<file path="src/hw/rtl/assert_macros.svh">
// assertion macros for the matcher rtl
// no dependencies; empty bodies when SYNTHESIS is defined
`ifndef ASSERT_MACROS_SVH
`define ASSERT_MACROS_SVH
`ifndef SYNTHESIS
`define ACM_ASSERT_IMP(lbl, clk, rstn, ante, cons, msg) \
  lbl: assert property (@(posedge clk) disable iff (!(rstn)) (ante) |-> (cons)) \
    else $error(msg);
`define ACM_ASSERT_ALW(lbl, clk, rstn, cond, msg) \
  lbl: assert property (@(posedge clk) disable iff (!(rstn)) (cond)) \
    else $error(msg);
`else
`define ACM_ASSERT_IMP(lbl, clk, rstn, ante, cons, msg)
`define ACM_ASSERT_ALW(lbl, clk, rstn, cond, msg)
`endif
`endif

</file>
<file path="src/hw/rtl/acm_pkg.sv">
// types, codes and defaults for the aho-corasick list matcher
// no dependencies
package acm_pkg;

  localparam int LINK_W = 10;
  localparam int SYM_W  = 8;
  localparam int ID_W   = 16;

  localparam int DEF_STATE_COUNT = 1024;
  localparam int DEF_EDGE_COUNT  = 1024;
  localparam int DEF_ID_BITS     = 16;

  typedef enum logic [1:0] {
    OP_SCAN     = 2'd0,
    OP_WR_NODE  = 2'd1,
    OP_WR_EDGE  = 2'd2,
    OP_ROOT     = 2'd3
  } op_t;

  typedef enum logic [2:0] {
    ST_IDLE,
    ST_NODE,
    ST_EDGE,
    ST_OUT1,
    ST_OUT2
  } walk_state_t;

  typedef struct packed {
    logic [LINK_W-1:0] first_edge;
    logic              first_valid;
    logic [LINK_W-1:0] fail;
    logic [LINK_W-1:0] out_link;
    logic [ID_W-1:0]   id;
  } node_entry_t;

  typedef struct packed {
    logic [SYM_W-1:0]  sym;
    logic [LINK_W-1:0] target;
    logic [LINK_W-1:0] next;
    logic              next_valid;
  } edge_entry_t;

  typedef struct packed {
    logic              en;
    logic [LINK_W-1:0] addr;
    node_entry_t       data;
  } node_wr_t;

  typedef struct packed {
    logic              en;
    logic [LINK_W-1:0] addr;
    edge_entry_t       data;
  } edge_wr_t;

  typedef struct packed {
    logic              en;
    logic [LINK_W-1:0] addr;
  } mem_rd_t;

  typedef struct packed {
    op_t               opcode;
    logic [LINK_W-1:0] entry_index;
    logic [SYM_W-1:0]  symbol;
    logic [LINK_W-1:0] link_edge;
    logic              link_edge_valid;
    logic [LINK_W-1:0] state_link_a;
    logic [LINK_W-1:0] state_link_b;
    logic [ID_W-1:0]   pattern_value;
  } in_item_t;

endpackage

</file>
<file path="src/hw/rtl/acm_walk_ctrl.sv">
// walk sequencer: child list walk, failure hops, output link lookup
// depends on acm_pkg and assert_macros.svh
`include "assert_macros.svh"
module acm_walk_ctrl import acm_pkg::*; #(
  parameter int STATE_COUNT = DEF_STATE_COUNT,
  parameter int EDGE_COUNT  = DEF_EDGE_COUNT,
  parameter int ID_BITS     = DEF_ID_BITS
) (
  input  logic              clk,
  input  logic              rst_n,
  input  logic              start,
  input  in_item_t          item,
  input  logic [ID_W-1:0]   null_value,
  output logic              busy,
  output node_wr_t          node_wr,
  output mem_rd_t           node_rd,
  input  node_entry_t       node_q,
  output edge_wr_t          edge_wr,
  output mem_rd_t           edge_rd,
  input  edge_entry_t       edge_q,
  input  logic              edge_ok,
  output logic              out_valid,
  output logic [ID_W-1:0]   out_id,
  output logic              out_found,
  output logic [LINK_W-1:0] out_state
);

  localparam int HW = $clog2(STATE_COUNT + 1);
  localparam int SW = (EDGE_COUNT > 1) ? $clog2(EDGE_COUNT + 1) : 1;
  localparam logic [ID_W-1:0] ID_MASK =
    (ID_BITS >= ID_W) ? {ID_W{1'b1}} : ID_W'((33'd1 << ID_BITS) - 33'd1);

  walk_state_t       state_r, state_nxt;
  logic [LINK_W-1:0] cur_r, cur_nxt;
  logic [LINK_W-1:0] s_r, s_nxt;
  logic [LINK_W-1:0] fail_r, fail_nxt;
  logic [HW-1:0]     hops_r, hops_nxt;
  logic [SW-1:0]     steps_r, steps_nxt;
  logic [SYM_W-1:0]  sym_r, sym_nxt;
  logic              out_valid_r, out_valid_nxt;
  logic [ID_W-1:0]   out_id_r, out_id_nxt;
  logic              out_found_r, out_found_nxt;
  logic [LINK_W-1:0] out_state_r, out_state_nxt;

  logic [LINK_W-1:0] fail_w;
  logic              can_hop;
  logic              node_miss;
  logic              edge_hit;
  logic              edge_more;
  logic [SW-1:0]     steps_inc;
  logic [ID_W-1:0]   id_masked;

  // shared decisions
  always_comb begin
    fail_w    = (state_r == ST_NODE) ? node_q.fail : fail_r;
    can_hop   = (s_r != '0) && (32'(hops_r) < 32'(STATE_COUNT));
    node_miss = !node_q.first_valid;
    steps_inc = steps_r + SW'(1);
    edge_hit  = edge_ok && (edge_q.sym == sym_r);
    edge_more = edge_ok && edge_q.next_valid && (32'(steps_inc) < 32'(EDGE_COUNT));
    id_masked = node_q.id & ID_MASK;
  end

  always_comb begin
    state_nxt = state_r;
    case (state_r)
      ST_IDLE: begin
        if (start && (item.opcode == OP_SCAN)) begin
          state_nxt = ST_NODE;
        end
      end
      ST_NODE: begin
        if (!node_miss) begin
          state_nxt = ST_EDGE;
        end else begin
          state_nxt = can_hop ? ST_NODE : ST_OUT1;
        end
      end
      ST_EDGE: begin
        if (edge_hit) begin
          state_nxt = ST_OUT1;
        end else if (edge_more) begin
          state_nxt = ST_EDGE;
        end else begin
          state_nxt = can_hop ? ST_NODE : ST_OUT1;
        end
      end
      ST_OUT1: state_nxt = ST_OUT2;
      ST_OUT2: state_nxt = ST_IDLE;
      default: state_nxt = ST_IDLE;
    endcase
  end

  always_comb begin
    node_wr       = '0;
    edge_wr       = '0;
    node_rd.en    = 1'b0;
    node_rd.addr  = s_r;
    edge_rd.en    = 1'b0;
    edge_rd.addr  = edge_q.next;
    cur_nxt       = cur_r;
    s_nxt         = s_r;
    fail_nxt      = fail_r;
    hops_nxt      = hops_r;
    steps_nxt     = steps_r;
    sym_nxt       = sym_r;
    out_valid_nxt = 1'b0;
    out_id_nxt    = out_id_r;
    out_found_nxt = out_found_r;
    out_state_nxt = out_state_r;
    case (state_r)
      ST_IDLE: begin
        if (start) begin
          case (item.opcode)
            OP_SCAN: begin
              node_rd.en   = 1'b1;
              node_rd.addr = cur_r;
              s_nxt        = cur_r;
              hops_nxt     = '0;
              sym_nxt      = item.symbol;
            end
            OP_WR_NODE: begin
              node_wr.en               = 1'b1;
              node_wr.addr             = item.entry_index;
              node_wr.data.first_edge  = item.link_edge;
              node_wr.data.first_valid = item.link_edge_valid;
              node_wr.data.fail        = item.state_link_a;
              node_wr.data.out_link    = item.state_link_b;
              node_wr.data.id          = item.pattern_value;
            end
            OP_WR_EDGE: begin
              edge_wr.en              = 1'b1;
              edge_wr.addr            = item.entry_index;
              edge_wr.data.sym        = item.symbol;
              edge_wr.data.target     = item.state_link_a;
              edge_wr.data.next       = item.link_edge;
              edge_wr.data.next_valid = item.link_edge_valid;
            end
            OP_ROOT: cur_nxt = '0;
            default: cur_nxt = cur_r;
          endcase
        end
      end
      ST_NODE, ST_EDGE: begin
        if (state_r == ST_NODE) begin
          fail_nxt = node_q.fail;
        end
        if ((state_r == ST_NODE) && !node_miss) begin
          edge_rd.en   = 1'b1;
          edge_rd.addr = node_q.first_edge;
          steps_nxt    = '0;
        end else if ((state_r == ST_EDGE) && edge_hit) begin
          node_rd.en   = 1'b1;
          node_rd.addr = edge_q.target;
          s_nxt        = edge_q.target;
        end else if ((state_r == ST_EDGE) && edge_more) begin
          edge_rd.en   = 1'b1;
          edge_rd.addr = edge_q.next;
          steps_nxt    = steps_inc;
        end else if (can_hop) begin
          node_rd.en   = 1'b1;
          node_rd.addr = fail_w;
          s_nxt        = fail_w;
          hops_nxt     = hops_r + HW'(1);
        end else begin
          // miss at the root or chain exhausted: land on the root
          node_rd.en   = 1'b1;
          node_rd.addr = '0;
          s_nxt        = '0;
        end
      end
      ST_OUT1: begin
        node_rd.en   = 1'b1;
        node_rd.addr = node_q.out_link;
      end
      ST_OUT2: begin
        out_valid_nxt = 1'b1;
        out_id_nxt    = id_masked;
        out_found_nxt = id_masked != (null_value & ID_MASK);
        out_state_nxt = s_r;
        cur_nxt       = s_r;
      end
      default: cur_nxt = cur_r;
    endcase
  end

  always_ff @(posedge clk) begin
    if (!rst_n) begin
      state_r     <= ST_IDLE;
      cur_r       <= '0;
      out_valid_r <= 1'b0;
    end else begin
      state_r     <= state_nxt;
      cur_r       <= cur_nxt;
      out_valid_r <= out_valid_nxt;
    end
  end

  always_ff @(posedge clk) begin
    s_r         <= s_nxt;
    fail_r      <= fail_nxt;
    hops_r      <= hops_nxt;
    steps_r     <= steps_nxt;
    sym_r       <= sym_nxt;
    out_id_r    <= out_id_nxt;
    out_found_r <= out_found_nxt;
    out_state_r <= out_state_nxt;
  end

  assign busy      = state_r != ST_IDLE;
  assign out_valid = out_valid_r;
  assign out_id    = out_id_r;
  assign out_found = out_found_r;
  assign out_state = out_state_r;

  `ACM_ASSERT_IMP(a_strobe_after_lookup, clk, rst_n, out_valid_r, $past(state_r == ST_OUT2), "result strobe without output lookup")
  `ACM_ASSERT_IMP(a_write_only_idle, clk, rst_n, node_wr.en || edge_wr.en, state_r == ST_IDLE, "table write during a walk")
  `ACM_ASSERT_IMP(a_state_follows, clk, rst_n, out_valid_r, cur_r == out_state_r, "current node differs from reported state")
  `ACM_ASSERT_IMP(a_hops_bound, clk, rst_n, state_r == ST_NODE, 32'(hops_r) <= 32'(STATE_COUNT), "failure hop count beyond bound")

endmodule

</file>
<file path="config.mk">
export PLATFORM = sky130hd
export DESIGN_NAME = acm_walk_ctrl
export DESIGN_NICKNAME = d
export VERILOG_FILES = /design/src/hw/rtl/acm_pkg.sv /design/src/hw/rtl/acm_walk_ctrl.sv
export VERILOG_INCLUDE_DIRS = /design/src /design/src/hw/rtl
export SDC_FILE = /design/constraint.sdc
export NUM_CORES = 1
export LEC_CHECK = 0
export BUFFER_PORTS_ARGS = -buffer_cell sky130_fd_sc_hd__buf_2
export CORE_AREA = 5 5 118 120
export CTS_CLUSTER_SIZE = 25
export DETAILED_ROUTE_END_ITERATION = 16
export DIE_AREA = 0 0 123 125
export GPL_ROUTABILITY_DRIVEN = 0
export GPL_TIMING_DRIVEN = 1
export PLACE_DENSITY = 0.84
export SKIP_CTS_REPAIR_TIMING = 1
export SLEW_MARGIN = 20
export SYNTH_ARGS = -nofsm -noshare
export SYNTH_HDL_FRONTEND = slang
export SYNTH_SLANG_ARGS = --single-unit
</file>
<file path="constraint.sdc">
create_clock -name clk -period 7.19 [get_ports clk]
set_input_delay 0.719 -clock clk [delete_from_list [all_inputs] [get_ports clk]]
set_output_delay 0.719 -clock clk [all_outputs]
set_load 0.03 [all_outputs]
</file>
## Yosys cells after proc, flatten, opt, wreduce, memory -nomap -nowiden

Index checks and enable logic that the tools add are counted.

| word-level totals | value |
|---|---|
| logic and storage cells | 99 |
| output and inout port bits | 149 |
| register bits after elaboration | 91 |

| operators by class | value |
|---|---|
| mux-type cells | 44 |
| reductions and logical operators | 21 |
| order comparisons | 2 |
| equal/unequal tests | 19 |
| $add $sub $neg | 2 |

Operator list:

| cell | number |
|---|---|
| two-way mux 11 bit | 17 |
| two-way mux 58 bit | 3 |
| two-way mux 40 bit | 3 |
| two-way mux 10 bit | 10 |
| one-hot mux 10 bit (2 select lines) | 2 |
| one-hot mux 11 bit (3 select lines) | 1 |
| adder 11 x 1 -> 11 bit (second input constant) | 2 |
| < comparator 11 bit (second input constant) | 2 |
| one-hot mux 11 bit (2 select lines) | 1 |
| != test 16 bit | 1 |
| != test 2 bit (second input constant) | 8 |
| one-hot mux 3 bit (4 select lines) | 1 |
| nonzero test 10 bit | 1 |
| AND reduction 3 bit | 3 |
| equality test 8 bit | 1 |
| logical AND 1 bit | 8 |
| two-way mux 2 bit | 4 |
| AND reduction 7 bit | 1 |
| equality test 3 x 2 -> 1 bit (second input constant) | 2 |
| nonzero test 2 bit | 3 |
| AND reduction 5 bit | 1 |
| equality test 2 bit (second input constant) | 2 |
| equality test 3 x 1 -> 1 bit (second input constant) | 1 |
| equality test 3 bit (second input constant) | 1 |
| 9 further kinds | 9 |

## Depth between registers and ports, before layout

| logic depth | value |
|---|---|
| depth in word-level cells | 8 |
| gate-level depth with buffers | 8 |
| mapped depth without buffers | 7 |

## Worst setup path before layout

OpenSTA, ideal clock, no wires.

| timing path | value |
|---|---|
| kind | register -> output |
| from | reg steps_r[0] |
| to | out node_rd[0] (netlist bit) |
| cell stages (with the launch flop) | 9 |
| arrival time | 2,602 ps |
| required time | 6,471 ps |
| setup slack | 3,869 ps |
| path through | edfxtp_1 > ha_1 > nand2_1 > o31a_1 > or4_1 > buf_6 > o21ai_4 > nor3_1 > o21ai_1 |

RTL lines:

| item | RTL line | source |
|---|---|---|
| start, declared | acm_walk_ctrl.sv:38 | `logic [SW-1:0] steps_r, steps_nxt;` |
| start signal, assigned | acm_walk_ctrl.sv:203 | `steps_r <= steps_nxt;` |
| end, declared | acm_walk_ctrl.sv:16 | `output mem_rd_t node_rd,` |

==> impl_metrics.csv <==
group,metric,value,unit
outcome,run_status,"completed",
global_route,track_usage,0.2300,
finish,area.growth.synth_to_final,38.46,%
floorplan,num_io_pins,312,
yosys,synth_nets,690,
clock_tree,cts.clk_slew.worst_paths,0.07,ns
detailed_routing,vias,5145,
floorplan,fp-row-count,42,
yosys,synth_top_flop_cell,"edfxtp_1",
setup_path,cp.required,6.47,ns
yosys,yosysTopAreaCell,"edfxtp_1",
finish,drive_above_1_share,0.4229,
finish,n_fill_cell,1156,
clock_tree,cts_root_buffer,"clkbuf_16",
setup_path,startpoint_type,"register",
power_and_ir_drop,internal-power,0.9333,mW
yosys,ys_seq_elements,91,
yosys,synth_top_area_share,0.4412,
sta,worstMarginPinSlew,0.9589,ns
power_and_ir_drop,seq_power_share,0.456,
setup_path,worst_path_largest_cell_delay,0.73,ns
global_route,grt_antenna_before_repair,2,
setup_path,crit_buf_inv,1,
detailed_routing,vias_per_cell,5.114,
sta,fmax,0.2539,GHz
floorplan,die_h,125,microns
clock_tree,clk_latency,0.34,ns
global_route,grt_overflow,0,
setup_path,slowest_stage,"or4_1",
sta,setup_viol,0,
flow_run,maxCapViolCount,0,
sta,fin_skew,0.008486,ns
setup_path,worst-setup-path-type,"reg2out",
power_and_ir_drop,p_clk_frac,0.348,
clock_tree,numCtsBuffers,9,
yosys,yosysWarnings,0,
yosys,ys_seq_area_frac,0.4946,
setup_path,worstPathArrival,3.22,ns
sta,finalSetupTns,0,ns
clock_tree,cts_tree,"yes",
finish,diodes,0,
detailed_routing,wl,18480,microns
yosys,synthArstFlopShare,0,
detailed_routing,ant_nets,0,
setup_path,crit_chain,"ha_1, nand2_1, o31a_1, or4_1, o21ai_4, nor3_1, o21ai_1, buf_2",
floorplan,initial_utilization,0.4071,
global_route,grt_pass1_wl,27370,microns
power_and_ir_drop,pwr_density_cell,183.5,mW/mm^2
sta,relSlewSlack,0.3584,
finish,layout_commonest_cell,"buf_2",
floorplan,die_x,123,microns
yosys,synthCells,525,
setup_path,crit_fanout,17,
sta,timing.final.crit_share,0.5478,
yosys,synth_area,0.005241,sq mm
sta,finalHoldViolCount,0,
power_and_ir_drop,combPwrFrac,0.195,
power_and_ir_drop,p_leak,3.395,nW
yosys,synth_edf_count,77,
yosys,synthTopCellsByArea,"edfxtp_1, and2_1, dfxtp_1, xor2_1, nand2_1",
yosys,ys_types,45,
setup_path,path_delay_family,"compound AO/OA/AOI/OAI gates",
clock_tree,clock_path_buffers,2,
sta,finalMaxSlewViolations,0,
placement,placed_area,0.006960,sq mm
placement,dp.cells,990,
floorplan,core-area,0.01287,sq mm
power_and_ir_drop,peakVddDrop,0.1063,mV
detailed_routing,firstDrtPassIters,7,
placement,dp_hpwl,14830,microns
floorplan,die_area,0.01538,sq mm
placement,port_buffers,311,
yosys,avgSynthCellArea,9.983,sq um
global_route,grt_pass1_vias,5039,
global_route,grt_max_degree,59,
sta,finalCriticalPeriod,3.939,ns
power_and_ir_drop,p_sw,0.3983,mW
power_and_ir_drop,swShare,0.2991,
finish,final_cells,1006,
hold_path,hold_class,"reg2reg",
detailed_routing,wl_per_cell,18.37,microns
clock_tree,cts.sinks,91,
finish,mostFrequentLayoutCells,"buf_2, and2_1, edfxtp_1, nand2_1, nor2_1",
setup_path,cp-end-kind,"output port",
finish,nNetsFinal,990,
sta,rsz0062_at_grt,"no",
clock_tree,cts_htree_levels,3,
detailed_routing,route.detailed.drc,0,
finish,fin_area,0.007257,sq mm
detailed_routing,drt_iter0_drc,382,
flip-flops by register name, indices dropped and copies added (netlist names):
| name | cells |
|---|---|
| cur_r | 10 |
| out_found | 1 |
| steps_r | 11 |
| fail_r | 10 |
| sym_r | 8 |
| out_id | 16 |
| state_r | 3 |
| hops_r | 11 |
| out_valid | 1 |
| s_r | 10 |
| out_state | 10 |
final cells by class:
type                       instances  area (sq um)  area share
inverter                           9         33.78    0.004655
timing repair buffer             316          1594      0.2197
tap                              176         220.2     0.03034
multi-input combinational        398          2525      0.3479
sequential                        91          2592      0.3572
clock buffer                       9         225.2     0.03103
clock inverter                     7         66.31    0.009138
synth_stat cells (all sizes together), types with 2 or more instances:
| cell | n |
|---|---|
| and2 | 108 |
| edfxtp | 77 |
| nand2 | 52 |
| nor2 | 39 |
| xor2 | 28 |
| o21ai | 24 |
| clkbuf | 23 |
| nor2b | 17 |
| dfxtp | 14 |
| xnor2 | 13 |
| nand3 | 11 |
| a222oi | 10 |
| a22oi | 10 |
| inv | 9 |
| nor3 | 9 |
| nor4 | 9 |
| mux2 | 8 |
| a211oi | 7 |
| a21oi | 7 |
| a31oi | 7 |
| nand4 | 6 |
| a21o | 5 |
| and3 | 5 |
| buf | 4 |
| mux2i | 4 |
| a211o | 2 |
| ha | 2 |
| nand2b | 2 |
| nor3b | 2 |
| nor4b | 2 |
| or3 | 2 |
| or4 | 2 |
layer usage:
layer	wire, microns	vias up	GRT usage
met4	404	4	0.05472
met5	20	-	0
met1	6854	2339	0.2756
met3	1878	34	0.06323
li1	-	2453	-
met2	9327	315	0.4069
cells by family (layout without fill, tap and decap cells):
group                      count (synthesis)  in the layout  synth area share
xor gates and xnor gates                  41             41           0.06851
AOI/OAI and AO/OA                         75             75           0.09931
muxes                                     12             12           0.02554
buffers and inverters                     36            341           0.02793
adders and majority gates                  2              2          0.004774
DFF                                       91             91            0.4946
and+or+nand+nor                          268            268            0.2793
metrics by stage:
stage | utilization | setup WS [ns] | total power [mW] | hold slack (ns)
finish | 0.5637 | 3.251 | 1.332 | 0.5693
floorplan | - | 3.869 | 0.7664 | 0.4969
detailed placement | 0.5406 | 3.618 | 0.8772 | 0.5546
CTS | 0.5633 | 3.247 | 1.336 | 0.5581
global placement | 0.5406 | 3.740 | 0.8736 | 0.5409
global route | 0.5637 | 3.013 | 1.384 | 0.5539
power groups by stage:
stage | registers, mW | clock network (mW) | logic [mW]
6_report | 0.608 | 0.464 | 0.260
2_1_floorplan | 0.613 | 0 | 0.153
5_1_grt | 0.610 | 0.494 | 0.280
3_5_place_dp | 0.619 | 0 | 0.258
3_3_place_gp | 0.618 | 0 | 0.255
4_1_cts | 0.607 | 0.469 | 0.260
worst reg2reg max path, stage by stage (launching register included):
cell and delay [ns]:
dfxtp_1 0.45, xor2_1 0.17, nand2b_1 0.50, inv_1 0.87, a21oi_1 0.15, nor2_1 0.76
path summary, 6_finish.rpt:
check	startpoint	to	slack (ns)	cells past startpoint
max	steps_r[0]$_SDFFCE_PP0P_	node_rd[8]	3.25	8
min	fail_r[6]$_DFFE_PN_	fail_r[6]$_DFFE_PN_	0.57	1
max reg2reg	state_r[1]$_SDFFE_PN0P_	hops_r[0]$_SDFFCE_PP0P_	3.91	5
min reg2reg	fail_r[6]$_DFFE_PN_	fail_r[6]$_DFFE_PN_	0.57	1
No activity file was read; power rests on OpenSTA's default activity.
